### config.mk
export PLATFORM = sky130hd
export DESIGN_NAME = crc32_reflected_seeded_stream_top
export DESIGN_NICKNAME = d
export VERILOG_FILES = /design/src/rtl/core/crc32rs_pkg.sv /design/src/rtl/core/crc32rs_update.sv /design/src/rtl/core/crc32_reflected_seeded_stream_top.sv
export SDC_FILE = /design/constraint.sdc
export NUM_CORES = 1
export LEC_CHECK = 0
export ABC_CLOCK_PERIOD_IN_PS = 11000
export BUFFER_PORTS_ARGS = -buffer_cell sky130_fd_sc_hd__buf_2
export CAP_MARGIN = 20
export CORE_UTILIZATION = 57
export CTS_CLUSTER_DIAMETER = 200
export DETAILED_ROUTE_END_ITERATION = 12
export PLACE_DENSITY = 0.84
export SLEW_MARGIN = 0
export SYNTH_ARGS = -nofsm -noshare
export SYNTH_HDL_FRONTEND = slang
export SYNTH_SLANG_ARGS = --single-unit
### constraint.sdc
create_clock -name clock -period 11 [get_ports clock]
set_input_delay 1.65 -clock clock [delete_from_list [all_inputs] [get_ports clock]]
set_output_delay 1.65 -clock clock [all_outputs]
set_load 0.02 [all_outputs]
### src/rtl/core/crc32rs_pkg.sv
// Shared types, constants and the reflected CRC-32 byte step.
package crc32rs_pkg;

   localparam int unsigned CrcWidth      = 32;
   localparam int unsigned ByteWidth     = 8;
   localparam int unsigned BytesPerWord  = 4;
   localparam int unsigned PaletteBytes  = 2;
   localparam int unsigned CountWidth    = 3;
   localparam logic [CrcWidth-1:0] PolyReflected = 32'hEDB8_8320;

   typedef struct packed {
      logic [CrcWidth-1:0]   data_word;
      logic [CountWidth-1:0] byte_count;
      logic                  first;
      logic [CrcWidth-1:0]   seed;
      logic                  last;
   } item_type;

   typedef struct packed {
      logic [CrcWidth-1:0] running_crc;
      logic [CrcWidth-1:0] held_seed;
      logic                group_half;
   } state_type;

   // One byte through the reflected CRC, least significant bit first.
   function automatic logic [CrcWidth-1:0] crc_byte(
      input logic [CrcWidth-1:0]  crc,
      input logic [ByteWidth-1:0] data
   );
      logic [CrcWidth-1:0] c;
      c = crc ^ {{(CrcWidth-ByteWidth){1'b0}}, data};
      for (int k = 0; k < ByteWidth; k++) begin
         c = c[0] ? ((c >> 1) ^ PolyReflected) : (c >> 1);
      end
      return c;
   endfunction

endpackage

### src/rtl/core/crc32rs_update.sv
// Next-state logic: seed load, up to four byte steps and the palette grouping.
module crc32rs_update
   import crc32rs_pkg::*;
(
   input  item_type  item,
   input  state_type state,
   input  logic      palette_mode,
   output state_type next_state
);

   state_type           base;
   logic [CrcWidth-1:0] crc;
   logic                hash_byte;

   always_comb begin
      if (item.first) begin
         base.running_crc = item.seed;
         base.held_seed   = item.seed;
         base.group_half  = 1'b0;
      end else begin
         base = state;
      end

      crc = base.running_crc;
      for (int i = 0; i < BytesPerWord; i++) begin
         if (palette_mode) begin
            hash_byte = !base.group_half && (i < PaletteBytes);
         end else begin
            // A count above four hashes all four bytes; zero hashes none.
            hash_byte = item.byte_count > CountWidth'(i);
         end
         if (hash_byte) begin
            crc = crc_byte(crc, item.data_word[i*ByteWidth +: ByteWidth]);
         end
      end

      next_state.running_crc = crc;
      next_state.held_seed   = base.held_seed;
      next_state.group_half  = palette_mode ? !base.group_half : base.group_half;
   end

endmodule

### src/rtl/core/crc32_reflected_seeded_stream_top.sv
// Top level of the seeded reflected CRC-32 stream block.
//
//   channel  | ports                                            | direction
//   ---------+--------------------------------------------------+----------
//   request  | req_valid, req_stall, req_data_word, req_byte_count,
//            | req_first, req_seed, req_last                    | in
//   response | rsp_valid, rsp_stall, rsp_checksum               | out
//   csr      | csr_write_enable, csr_write_data (palette_mode)  | in
//
// One item per cycle is taken while req_stall is low: a transfer lands in the input
// register and is folded into the running CRC from there, and rsp_valid is registered
// and rises once a last item leaves the input register. Reset is synchronous and
// clears the CRC state, the palette mode and both valid flags. A stalled response
// holds the input register only when it carries a last item.
module crc32_reflected_seeded_stream_top
   import crc32rs_pkg::*;
(
   input  logic                  clock,
   input  logic                  reset,
   input  logic                  req_valid,
   output logic                  req_stall,
   input  logic [CrcWidth-1:0]   req_data_word,
   input  logic [CountWidth-1:0] req_byte_count,
   input  logic                  req_first,
   input  logic [CrcWidth-1:0]   req_seed,
   input  logic                  req_last,
   output logic                  rsp_valid,
   input  logic                  rsp_stall,
   output logic [CrcWidth-1:0]   rsp_checksum,
   input  logic                  csr_write_enable,
   input  logic                  csr_write_data
);

   item_type            item_ff, item_in;
   logic                item_valid_ff;
   state_type           state_ff, state_in;
   logic                palette_mode_ff;
   logic                rsp_valid_ff;
   logic [CrcWidth-1:0] checksum_ff;
   logic                out_free;
   logic                item_advance;
   logic                req_accept;

   assign out_free     = !rsp_valid_ff || !rsp_stall;
   assign item_advance = item_valid_ff && (!item_ff.last || out_free);
   assign req_stall    = item_valid_ff && !item_advance;
   assign req_accept   = req_valid && !req_stall;

   assign item_in.data_word  = req_data_word;
   assign item_in.byte_count = req_byte_count;
   assign item_in.first      = req_first;
   assign item_in.seed       = req_seed;
   assign item_in.last       = req_last;

   crc32rs_update u_update (
      .item         (item_ff),
      .state        (state_ff),
      .palette_mode (palette_mode_ff),
      .next_state   (state_in)
   );

   always_ff @(posedge clock) begin
      if (reset) begin
         item_valid_ff   <= 1'b0;
         rsp_valid_ff    <= 1'b0;
         palette_mode_ff <= 1'b0;
         state_ff        <= '0;
      end else begin
         if (req_accept) begin
            item_valid_ff <= 1'b1;
         end else if (item_advance) begin
            item_valid_ff <= 1'b0;
         end
         if (item_advance && item_ff.last) begin
            rsp_valid_ff <= 1'b1;
         end else if (!rsp_stall) begin
            rsp_valid_ff <= 1'b0;
         end
         if (csr_write_enable) begin
            palette_mode_ff <= csr_write_data;
         end
         if (item_advance) begin
            state_ff <= state_in;
         end
      end
   end

   always_ff @(posedge clock) begin
      if (req_accept) begin
         item_ff <= item_in;
      end
      if (item_advance && item_ff.last) begin
         checksum_ff <= state_in.running_crc ^ state_in.held_seed;
      end
   end

   assign rsp_valid    = rsp_valid_ff;
   assign rsp_checksum = checksum_ff;

endmodule

# Word-level counts from Yosys, hierarchy flattened
# Cells that the tools add are included.
[classes]
n_eq_ne = 1
n_reduce_logical = 13
n_lt_le_gt_ge = 4
mux = 46
bitwise_logic = 37
[op_table]
columns = ["operator", "n"]
rows = [
  ["$mux 32", 36],
  ["$not 13->14", 32],
  ["$xor 32x8->32", 4],
  ["$mux 65", 1],
  ["$xor 32x32->32", 1],
  ["$mux 1", 9],
  ["$gt 3x1->1 const B", 2],
  ["$gt 3x2->1 const B", 2],
  ["$logic_not 1->1", 6],
  ["$logic_and 1x1->1", 4],
  ["$logic_or 1x1->1", 2],
  ["$ne 2x1->1 const B", 1],
  ["$reduce_bool 2->1", 1],
]
[word_totals]
out_inout_bits = 34
inputBits = 75
ff_bits = 169
elab_cells = 113

# Longest topological paths before layout
# Gate-level depths: netlist of run 1.
[depth]
ltp_word = 74
mapped_depth = 22
mapped_depth_nobuf = 16

# Cells and area by module
# From an unflattened synthesis of run 1, not the netlist that was laid out.
[hier_totals]
cells_unflattened = 1269
area_unflattened_um2 = 13252.7
[modules_own_cells]
columns = ["mod", "instances", "cells_each", "area_each_um2", "seq_area_each_um2"]
rows = [
  ["crc32rs_update", 1, 840, 6915.4, 0.0],
  ["crc32_reflected_seeded_stream_top", 1, 429, 6337.3, 4394.2],
]

# Worst setup path before layout of run 1
# No wires, ideal clock.
[synth_path]
path_kind = "register -> register"
start = "register item_ff[33] in the netlist's numbering"
end = "register checksum_ff[26] (netlist: rsp_checksum[26]), data pin"
synth_period_minus_slack_ns = 5.811
stages_incl_launch_ff = 20
path_slack_ns = 5.189
path_buffers = 3
arrival_time_ns = 5.548
setup_ns = 0.263
required_ns = 10.737
cell_sequence = "edfxtp_1 > buf_6 > mux2i_4 > xnor2_2 > xnor2_1 > mux2_2 > nor3_4 > mux2i_1 > nor3_2 > or4_1 > clkbuf_1 > and4_1 > o211a_1 > or4_1 > buf_2 > xnor2_2 > xnor3_1 > xor2_1 > mux2i_1 > xor2_1"
[synth_via]
elab_chain_cells = 55
word_cells_on_any_way = 75
classes_between = "39 x mux; 35 x bitwise; 1 x reduce/logical"
[synth_rtl]
columns = ["element", "line_no", "text"]
rows = [
  ["start: declaration", "crc32_reflected_seeded_stream_top.sv:34", "item_type item_ff, item_in;"],
  ["start signal: assignment", "crc32_reflected_seeded_stream_top.sv:90", "item_ff <= item_in;"],
  ["$mux 65 (*)", "crc32rs_update.sv:16", "if (item.first) begin"],
  ["$xor 32x8->32", "crc32rs_pkg.sv:31", "c = crc ^ {{(CrcWidth-ByteWidth){1'b0}}, data};"],
  ["$mux 32 or $not 13->14 (tied branches)", "--", ""],
  ["$not 13->14 (no line) or $mux 32 (tied branches)", "--", ""],
  ["$mux 32 or $not 13->14 (tied branches)", "--", ""],
  ["$not 13->14 (no line) or $mux 32 (tied branches)", "--", ""],
  ["$mux 32", "crc32rs_pkg.sv:33", "c = c[0] ? ((c >> 1) ^ PolyReflected) : (c >> 1);"],
  ["$mux 32 or $not 13->14 (tied branches)", "--", ""],
  ["(+38 left out)", "--", ""],
  ["$not 13->14 (no line) or $mux 32 (tied branches)", "--", ""],
  ["$mux 32 (2 in series)", "crc32rs_pkg.sv:33", ""],
  ["$not 13->14 (no line) or $mux 32 (tied branches)", "--", ""],
  ["$mux 32", "crc32rs_pkg.sv:33", ""],
  ["$not 13->14 (no line) or $mux 32 (tied branches)", "--", ""],
  ["$mux 32", "crc32rs_pkg.sv:33", ""],
  ["$mux 32", "crc32rs_update.sv:32", "if (hash_byte) begin"],
  ["$xor 32x32->32 (*)", "crc32_reflected_seeded_stream_top.sv:93", "checksum_ff <= state_in.running_crc ^ state_in.held_seed;"],
  ["end signal: assignment", "crc32_reflected_seeded_stream_top.sv:93", ""],
  ["end: declaration", "crc32_reflected_seeded_stream_top.sv:39", "logic [CrcWidth-1:0] checksum_ff;"],
]
# Mark *: on every way between the ends. The rest lies on a longest branch, timed or not.
# A chain may end at the register's enable or synchronous reset.

# Worst setup path in the final report of run 1
[layout_path]
start = "register item_ff[33] in the netlist's numbering"
end = "register checksum_ff[5] (netlist: rsp_checksum[5]), data pin"
[layout_via]
elab_chain_cells = 55
word_cells_on_any_way = 73
classes_between = "39 x mux; 33 x bitwise; 1 x reduce/logical"
[layout_rtl]
columns = ["element", "line_no"]
rows = [
  ["$mux 65 (*)", "crc32rs_update.sv:16"],
  ["$xor 32x8->32", "crc32rs_pkg.sv:31"],
  ["$mux 32 or $not 13->14 (tied branches)", "--"],
  ["$mux 32", "crc32rs_pkg.sv:33"],
  ["$mux 32 or $not 13->14 (tied branches)", "--"],
  ["$mux 32 (2 in series)", "crc32rs_pkg.sv:33"],
  ["$mux 32 or $not 13->14 (tied branches)", "--"],
  ["$not 13->14 (no line) or $mux 32 (tied branches)", "--"],
  ["(+36 left out)", "--"],
  ["$not 13->14 (no line)", "--"],
  ["$mux 32", "crc32rs_pkg.sv:33"],
  ["$not 13->14 (no line) or $mux 32 (tied branches)", "--"],
  ["$mux 32 (3 in series)", "crc32rs_pkg.sv:33"],
  ["$not 13->14 (no line) or $mux 32 (tied branches)", "--"],
  ["$mux 32", "crc32rs_pkg.sv:33"],
  ["$mux 32", "crc32rs_update.sv:32"],
  ["$xor 32x32->32 (*)", "crc32_reflected_seeded_stream_top.sv:93"],
]
# Marked as above.

==> results of run 1 <==
## per-layer routing
metal,global-route usage,part of all wire,routed length (um)
met5,0,0,0
met4,0.162,0.049,1880
met3,0.0553,0.083,3200
met2,0.528,0.46,17700
met1,0.436,0.41,15800
## through the flow
step                      instances  hold WS (ns)
after floorplan                1317         0.431
after global placement         1643         0.439
after detailed placement       1644         0.446
after CTS                      1676         0.456
after global routing           1677         0.473
final                          1677         0.460
## synth_stat cells, drive strengths merged, types with 20 or more instances
library cell and count:
a21oi 103, xor2 82, xnor3 37, nand2 151
nand3 20, o21ai 43, mux2i 114, buf 27
xnor2 177, clkbuf 54, nor2 96, edfxtp 101
dfxtp 68, a211oi 26
## logic make-up after synthesis
kind of cell / count (synthesis)
DFF: 169
and+or+nand+nor: 384
buffers and inverters: 93
AOI/OAI and AO/OA: 245
muxes: 120
xor gates and xnor gates: 306
## sequential cells by signal (all words and copies together) (netlist names)
signal	cells
state_ff	65
palette_mode_ff	1
item_valid_ff	1
rsp_checksum	32
item_ff	69
rsp_valid	1
## area by class of cell
type / instances / area [um^2]
clock buffer: 17 / 425
clock inverter: 15 / 221
fill: 1755 / 8130
inverter: 12 / 45.0
multi-input combinational: 1055 / 8300
sequential: 169 / 4390
tap: 285 / 357
timing repair buffer: 124 / 701
## placed cells by master (no fill, tap or decap), types with 7 or more instances in the layout
cell type / netlist / final
nor3_1: 17 / 17
or2_2: 8 / 8
buf_4: 3 / 13
mux2i_1: 109 / 109
nor2_1: 96 / 92
inv_1: 12 / 12
xnor2_1: 160 / 160
and2_1: 9 / 9
o211ai_1: 16 / 16
dfxtp_1: 68 / 68
o21ai_1: 7 / 7
or4_1: 8 / 8
xnor2_2: 11 / 11
a211o_1: 7 / 7
clkbuf_16: 0 / 17
nand2_1: 150 / 150
nand3_1: 20 / 20
buf_2: 8 / 108
a211oi_1: 25 / 25
edfxtp_1: 101 / 101
nand2b_1: 13 / 13
nand4_1: 7 / 7
xor2_1: 79 / 79
xor3_1: 9 / 9
o21ai_0: 35 / 35
clkinv_8: 0 / 7
xnor3_1: 35 / 35
nor2b_1: 11 / 10
and3_1: 10 / 10
a21oi_1: 101 / 101
## critical path: stages (launching register included)
cell and delay, ns:
edfxtp_1 0.38, buf_12 0.48, mux2i_4 0.47, xnor2_4 0.19, xnor2_1 0.75, mux2_2 0.46
nor3_4 0.46, mux2i_1 0.32, nor3_2 0.15, or4_1 0.69, and4_1 0.25, o211a_1 0.21
or4_1 0.76, xnor2_2 0.52, xnor3_1 0.58, xnor2_1 0.16, o21ai_1 0.48, xnor2_1 0.15
## worst min path at each step
stage                       startpoint           end  slack [ns]  cells after the start
final                      state_ff[7]   state_ff[7]        0.46                      2
after global routing      state_ff[25]  state_ff[25]        0.47                      2
after CTS                  state_ff[9]   state_ff[9]        0.46                      2
after detailed placement  state_ff[25]  state_ff[25]        0.45                      2
after global placement    state_ff[47]  state_ff[47]        0.44                      2
after floorplan           state_ff[47]  state_ff[47]        0.43                      2
==> out/results.ini, run 1 <==
[yosys]
netlist_area_mm2=0.0131
ys.flop_type=edfxtp_1
synth-seq-cells=169
post_synth_xor_area_fraction=0.273
async_flop_share=0
synth_largest_area_cell=edfxtp_1
synth_compound_area_frac=0.121
synth_top_family_by_area=XOR/XNOR gates
synthDistinctLibCells=83
yosysWarningCount=0
synthAdderAreaFrac=0
synth_edf_count=101
synth.top_cell.area_share=0.232
synth.area.mux_share=0.0962
synth_simple_gate_area_frac=0.143
ys_seq_area_frac=0.336
syn_area_per_cell_um2=9.92
syn-num-nets=1392
synthCells=1317
ys_top_cells_by_area=edfxtp_1 23%, xnor2_1 11%, dfxtp_1 10%, mux2i_1 8.4%, xnor3_1 6.0%

[cts]
post-cts-setup-buffers=0
clk_pin_slew_ns=0.09
cts_sinks=169
cts_buffers=17
clk_root_buffer_cell=clkbuf_16
hold_buffers=0
clkLatencyLatePin_ns=0.45
htreeDepth=4
cts_tree=built
clockBufferDepth=2
cts_resized=0

[detailed_routing]
vias=10501
routed_wl_mm=38.5
drc_errors=0
drt_pass1_iterations=5
ant_nets=0
vias_per_cell=6.26
drt-initial-drc-count=1102
wl_per_cell_um=23.0

[floorplan]
die-area_mm2=0.0235
die_y_um=153
io_pins=109
start_util=0.579
num_rows=55
core_mm2=0.0226
die_x_um=153

[global_routing]
grtUsageTotal=0.330
antenna_found_initial=0
grt-ovfl-total=0
grt_pass1_wl_mm=58.0
grt_max_degree=103
grt_pass1_vias=9795

[finish]
stdcell_area_mm2=0.0144
nets=1454
n_antenna_cell=0
fin_util=0.640
area_delta_synth_final_pct=10.6
drive_above_1_share=0.159

[status]
outcome=finished, final reports clean

[place]
place_ws_ns=3.43
place_area_mm2=0.0138
dp_hpwl_mm=28.2
gp_congestion=0.986
io_buffer_count=108

[sta]
rsz0062_at_grt=no
tns_ns=0
clock.fmax_ghz=0.128
finalMaxSlewViolations=0
min_period_ns=7.80
hold_viol_final=0
fin_ws_ns=3.20
relSlewSlack=0.390
post-route-period-util=0.709
setup-violations-final=0
finClkSkew_ns=0.0155
worstMarginPinSlew_ns=0.915

[critical_path]
crit_required_ns=11.18
worstSetupPathType=register to register
worstRegToRegCells=17
cp-start-kind=register
r2r_start=item_ff[33]
r2r_slack_ns=3.20
path_max_fanout=102
reg2reg_to=rsp_checksum[5]
crit_arrival_ns=7.98
cp-startpoint=item_ff[33]
endpoint=rsp_checksum[5]
end_kind=register

[min_path]
worstHoldPathType=register to register

[flow_run]
max_cap_violations=0

Power of run 1 is not shown: default switching activity piles up to over one toggle a cycle in this logic, so the estimate is an artifact.
==> run 2: changes to the inputs <==
- ABC_CLOCK_PERIOD_IN_PS: 11000 -> 7100
- CORE_UTILIZATION: 57 -> 56
- PLACE_DENSITY: 0.84 -> 0.85
- clock period: 11 -> 7.1 ns (I/O delays scaled with it)
==> out/results.ini, run 2 (synthesis results as in run 1) <==
[status]
outcome=finished, final reports clean

[place]
dp_hpwl_mm=28.7  ; +1.8%
gp_congestion=0.983  ; -0.29%
io_buffer_count=108  ; unchanged

[finish]
largest_reg_flops=69  ; unchanged
multiInputGateArea_mm2=0.00831  ; about the same
area_delta_synth_final_pct=12.3
top_register=item_ff
final_common_cell=xnor2_1
num-fill-cells=1764  ; +0.51%
seqCellArea_mm2=0.00439  ; unchanged
n_antenna_cell=0  ; unchanged
drive_above_1_share=0.177  ; +0.0173
final_cell_mix=160 x xnor2_1, 150 x nand2_1, 108 x mux2i_1, 108 x buf_2
nets=1482  ; +1.9%

[detailed_routing]
drc_errors=0  ; unchanged
drt-initial-drc-count=1185  ; +7.5%
vias_per_cell=6.05  ; -3.3%
routed_wl_mm=38.3  ; -0.63%
drt_pass1_iterations=7  ; +2
vias=10489  ; -0.11%
wl_per_cell_um=22.1  ; -3.8%
ant_nets=0  ; unchanged

[sta]
finalMaxSlewViolations=0  ; unchanged
finClkSkew_ns=0.0220  ; +0.00652 ns
relSlewSlack=0.292  ; -0.0985
setup-violations-final=0  ; unchanged
worstMarginPinSlew_ns=1.06  ; +0.145 ns
min_period_ns=6.90  ; -0.904 ns
hold_viol_final=0  ; unchanged
post-route-period-util=0.972  ; +0.262
rsz0062_at_grt=no
tns_ns=0  ; unchanged
clock.fmax_ghz=0.145  ; +13%

[floorplan]
num_rows=55  ; unchanged
die-area_mm2=0.0239  ; +1.8%
start_util=0.574  ; -0.00525
die_x_um=155  ; +0.88%
core_mm2=0.0228  ; +0.91%
io_pins=109  ; unchanged
die_y_um=155  ; +0.88%

[cts]
htreeDepth=4  ; unchanged
clk_pin_slew_ns=0.09  ; about the same
hold_buffers=0  ; unchanged
clk_root_buffer_cell=clkbuf_16
cts_sinks=169  ; unchanged
cts_buffers=17  ; unchanged
cts_tree=built
clockBufferDepth=2  ; unchanged
clkLatencyLatePin_ns=0.46  ; about the same

[critical_path]
path_delay_family=XOR/XNOR gates
max_stage_delay_ns=0.61  ; -0.15 ns
crit_required_ns=7.30  ; -3.88 ns
worstSetupPathType=register to register
crit_buf_inv=2  ; +1
end_kind=register
path_cells=buf_4 > mux2_2 > xor2_2 > xnor3_1 > o21ai_2 > xnor3_1 > xnor2_2 > xnor2_1 > a21oi_2 > xnor3_1 > xor2_1 > xor2_1 > mux2i_2 > xnor3_2 > xnor2_1 > o21ai_0 > buf_4 > xnor2_1
crit_arrival_ns=7.10  ; -0.88 ns
cp-start-kind=register
cp_slowest_cell=edfxtp_1
path_max_fanout=9  ; -91%

[global_routing]
grt_max_degree=72  ; -30%
grt_pass1_wl_mm=57.6  ; -0.63%
antenna_found_initial=0  ; unchanged
grtUsageTotal=0.325  ; -0.00471
grt_pass1_vias=9964  ; +1.7%
grt-ovfl-total=0  ; unchanged

[min_path]
worstHoldPathType=register to register

[flow_run]
max_cap_violations=0  ; unchanged

==> run 2: layer usage <==
| metal | routed length [um] | vias up | global-route usage |
|---|---|---|---|
| met5 | 0 | - | 0 |
| met4 | 1630 | 0 | 0.140 |
| met3 | 3540 | 109 | 0.0723 |
| met2 | 17700 | 560 | 0.526 |
| met1 | 15400 | 4983 | 0.420 |
| li1 | - | 4837 | - |
==> run 2: repair_timing <==
item,in CTS,in global routing
gates resized for setup,0,1
setup endpoints to repair,0,4
setup buffers,0,0
==> run 2: final cells by class <==
cell class,instances,area share
Timing Repair Buffer,152,0.0607
Tap cell,313,0.0267
Inverter,12,0.00307
Clock inverter,15,0.0152
Multi-Input combinational cell,1055,0.566
Sequential cell,169,0.299
Clock buffer,17,0.0290
==> run 2: path summary, 6_finish.rpt <==
kind	from	to	cells after the start	slack, ns
setup / recovery	item_ff[33]	rsp_checksum[7]	18	0.20
hold / removal	state_ff[1]	state_ff[1]	2	0.46
setup reg to reg	item_ff[33]	rsp_checksum[7]	18	0.20
hold reg to reg	state_ff[1]	state_ff[1]	2	0.46
==> run 2: worst register-to-register path, cell delays in order (launching register included) <==
cell,delay (ns)
edfxtp_1,0.61
buf_4,0.27
mux2_2,0.41
xor2_2,0.29
xnor3_1,0.48
o21ai_2,0.29
xnor3_1,0.61
xnor2_2,0.22
xnor2_1,0.21
a21oi_2,0.42
xnor3_1,0.45
xor2_1,0.34
xor2_1,0.14
mux2i_2,0.42
xnor3_2,0.46
xnor2_1,0.17
o21ai_0,0.54
buf_4,0.23
xnor2_1,0.08
==> run 2: metrics by stage <==
| stage | setup WS (ns) | cells | utilization | area, um^2 | hold slack, ns |
|---|---|---|---|---|---|
| after global placement | 0.450 | 1700 | 0.615 | 14000 | 0.441 |
| final | 0.202 | 1733 | 0.644 | 14700 | 0.459 |
| after CTS | 0.270 | 1732 | 0.644 | 14700 | 0.457 |
| after floorplan | 1.29 | 1317 | - | 13100 | 0.431 |
| after detailed placement | 0.334 | 1700 | 0.615 | 14000 | 0.446 |
| after global routing | 0.0217 | 1733 | 0.644 | 14700 | 0.471 |
Power of run 2 is left out for the same reason.
==> run 3: changes to the inputs <==
- ABC_AREA: default -> 1
==> out/results.ini, run 3 <==
[status]
outcome=finished, final reports clean

[sta]
min_period_ns=5.71  ; -1.19 ns
setup-violations-final=0  ; unchanged
tns_ns=0  ; unchanged
post-route-period-util=0.804  ; -0.167
hold_viol_final=0  ; unchanged
finClkSkew_ns=0.0263  ; +0.00434 ns
rsz0062_at_grt=no
clock.fmax_ghz=0.175  ; +21%
relSlewSlack=0.304  ; +0.0119
worstMarginPinSlew_ns=1.04  ; -0.0150 ns
finalMaxSlewViolations=0  ; unchanged

[yosys]
synthAdderAreaFrac=0  ; unchanged
async_flop_share=0  ; unchanged
synth_compound_area_frac=0.0794  ; -0.0419
ys_top_cells_by_area=nand2_1 23%, edfxtp_1 23%, nand3_1 11%, dfxtp_1 10%, xor2_1 4.4%
synth.top_cell.area_share=0.234  ; +0.00163
synth_edf_count=101  ; unchanged
synthDistinctLibCells=46  ; -45%
yosys-top-cells-count=834 x nand2_1, 301 x nand3_1, 137 x inv_1
syn_area_per_cell_um2=6.53  ; -34%
ys_seq_area_frac=0.328  ; -0.00820
syn-num-nets=2127  ; +53%
ys.flop_type=edfxtp_1
yosysWarningCount=0  ; unchanged
synthMostInstantiatedCell=nand2_1
synth.area.mux_share=0  ; -0.0962
post_synth_xor_area_fraction=0.0695  ; -0.203
synth_top_family_by_area=simple AND/OR/NAND/NOR gates
synth_simple_gate_area_frac=0.451  ; +0.308
synth_largest_area_cell=nand2_1
synth-seq-cells=169  ; unchanged
synthCells=2052  ; +56%
netlist_area_mm2=0.0134  ; +2.5%

[place]
dp_hpwl_mm=38.5  ; +34%
place_area_mm2=0.0141  ; +0.71%
gp_congestion=1.01  ; +2.3%
placed_cells=2431  ; +43%
io_buffer_count=108  ; unchanged

[critical_path]
path_max_fanout=35  ; +26
worstSetupPathType=register to register
max_stage_delay_ns=0.50  ; -0.11 ns
cp-start-kind=register
crit_required_ns=7.24  ; -0.06 ns
cp_slowest_cell=inv_2
crit_arrival_ns=5.85  ; -1.25 ns
cpMostUsedCell=nand2_1
end_kind=register

[detailed_routing]
drt_pass1_iterations=6  ; -1
vias_per_cell=5.85  ; -3.3%
vias=14415  ; +37%
drc_errors=0  ; unchanged
routed_wl_mm=50.4  ; +32%
wl_per_cell_um=20.5  ; -7.4%
drt-initial-drc-count=1911  ; +61%
ant_nets=0  ; unchanged

[global_routing]
gr-usage-met1=0.543  ; +0.123
grt_busiest_layer=met2
grtUsageTotal=0.414  ; +0.0883
met2_usage=0.633  ; +0.106
antenna_found_initial=0  ; unchanged
grt-ovfl-total=0  ; unchanged
grt_max_degree=112  ; +56%
use_met3=0.0737  ; +0.00137
grt_pass1_wl_mm=74.8  ; +30%
grt_pass1_vias=13008  ; +31%

[floorplan]
num_rows=56  ; +1.8%
start_util=0.571  ; -0.00306
die_y_um=157  ; +1.2%
die-area_mm2=0.0245  ; +2.5%
die_x_um=157  ; +1.2%
core_mm2=0.0235  ; +3.0%
io_pins=109  ; unchanged

[cts]
clkLatencyLatePin_ns=0.45  ; about the same
htreeDepth=4  ; unchanged
cts_tree=built
post-cts-setup-buffers=0  ; unchanged
cts_resized=0  ; unchanged
clockBufferDepth=2  ; unchanged
hold_buffers=0  ; unchanged
clk_root_buffer_cell=clkbuf_16
cts_buffers=17  ; unchanged
clk_pin_slew_ns=0.08  ; about the same
cts_sinks=169  ; unchanged

[finish]
drive_above_1_share=0.153  ; -0.0238
num-fill-cells=2146  ; +22%
largest_reg_flops=69  ; unchanged
seqCellArea_mm2=0.00439  ; unchanged
area_delta_synth_final_pct=10.3
stdcell_area_mm2=0.0148  ; +0.67%
nets=2207  ; +49%
n_antenna_cell=0  ; unchanged
final_cell_mix=834 x nand2_1, 301 x nand3_1, 136 x inv_1
top_register=item_ff
final_cells=2464  ; +42%
final_common_cell=nand2_1
multiInputGateArea_mm2=0.00805  ; -3.1%

[flow_run]
max_cap_violations=0  ; unchanged

[power]
vdd_ir_drop_max_mv=0.182
power.density_mw_per_mm2=378
power_leakage_nw=7.63

[min_path]
worstHoldPathType=register to register

-- run 3: final timing paths --
check | startpoint | endpoint | slack [ns] | cells after the start
worst max-delay path | item_ff[33] | rsp_checksum[31] | 1.39 | 28
worst min-delay path | state_ff[1] | state_ff[1] | 0.52 | 2
worst max register to register | item_ff[33] | rsp_checksum[31] | 1.39 | 28
worst min register to register | state_ff[1] | state_ff[1] | 0.52 | 2
-- run 3: layout make-up --
class | count | share of cell area
Multi-Input combinational cell | 1654 | 0.545
Clock buffer | 17 | 0.0288
Tap cell | 319 | 0.0270
Inverter | 168 | 0.0428
Timing Repair Buffer | 122 | 0.0451
Clock inverter | 15 | 0.0143
Sequential cell | 169 | 0.297
-- run 3: logic make-up (layout without fill, tap and decap cells) --
family                 count (synthesis)  count (layout)
buffers and inverters                229             322
AO/OA/AOI/OAI                        193             193
flip-flops                           169             169
AND/OR/NAND/NOR                     1361            1361
XOR/XNOR                             100             100
-- run 3: per-layer routing --
| layer | share of wire | vias up |
|---|---|---|
| met5 | 0 | - |
| li1 | - | 6813 |
| met3 | 0.099 | 145 |
| met1 | 0.40 | 6601 |
| met2 | 0.44 | 856 |
| met4 | 0.062 | 0 |
-- run 3: critical path, delay by kind of cell, from the launching register on --
| kind | cells | cell delay, ns |
|---|---|---|
| AND/OR/NAND/NOR | 21 | 3.02 |
| flip-flops | 1 | 0.41 |
| AO/OA/AOI/OAI | 1 | 0.37 |
| XOR/XNOR | 1 | 0.20 |
| buffers and inverters | 5 | 1.37 |
-- run 3: through the flow --
step | power, mW | setup WS, ns | utilization | hold WS, ns
after floorplan | 3.55 | 2.42 | - | 0.475
after global routing | 5.93 | 1.17 | 0.629 | 0.547
after global placement | 4.41 | 1.69 | 0.601 | 0.492
final | 5.58 | 1.39 | 0.629 | 0.522
after detailed placement | 4.45 | 1.73 | 0.601 | 0.503
after CTS | 5.48 | 1.66 | 0.628 | 0.520
-- run 3: report_power, final --
part,switching [mW],internal [mW]
Clock,0.526,0.493
Combinational,2.37,0.979
Sequential,0.0462,1.16
Total,2.95,2.63
Note: power is estimated with default switching activity, not from simulation.
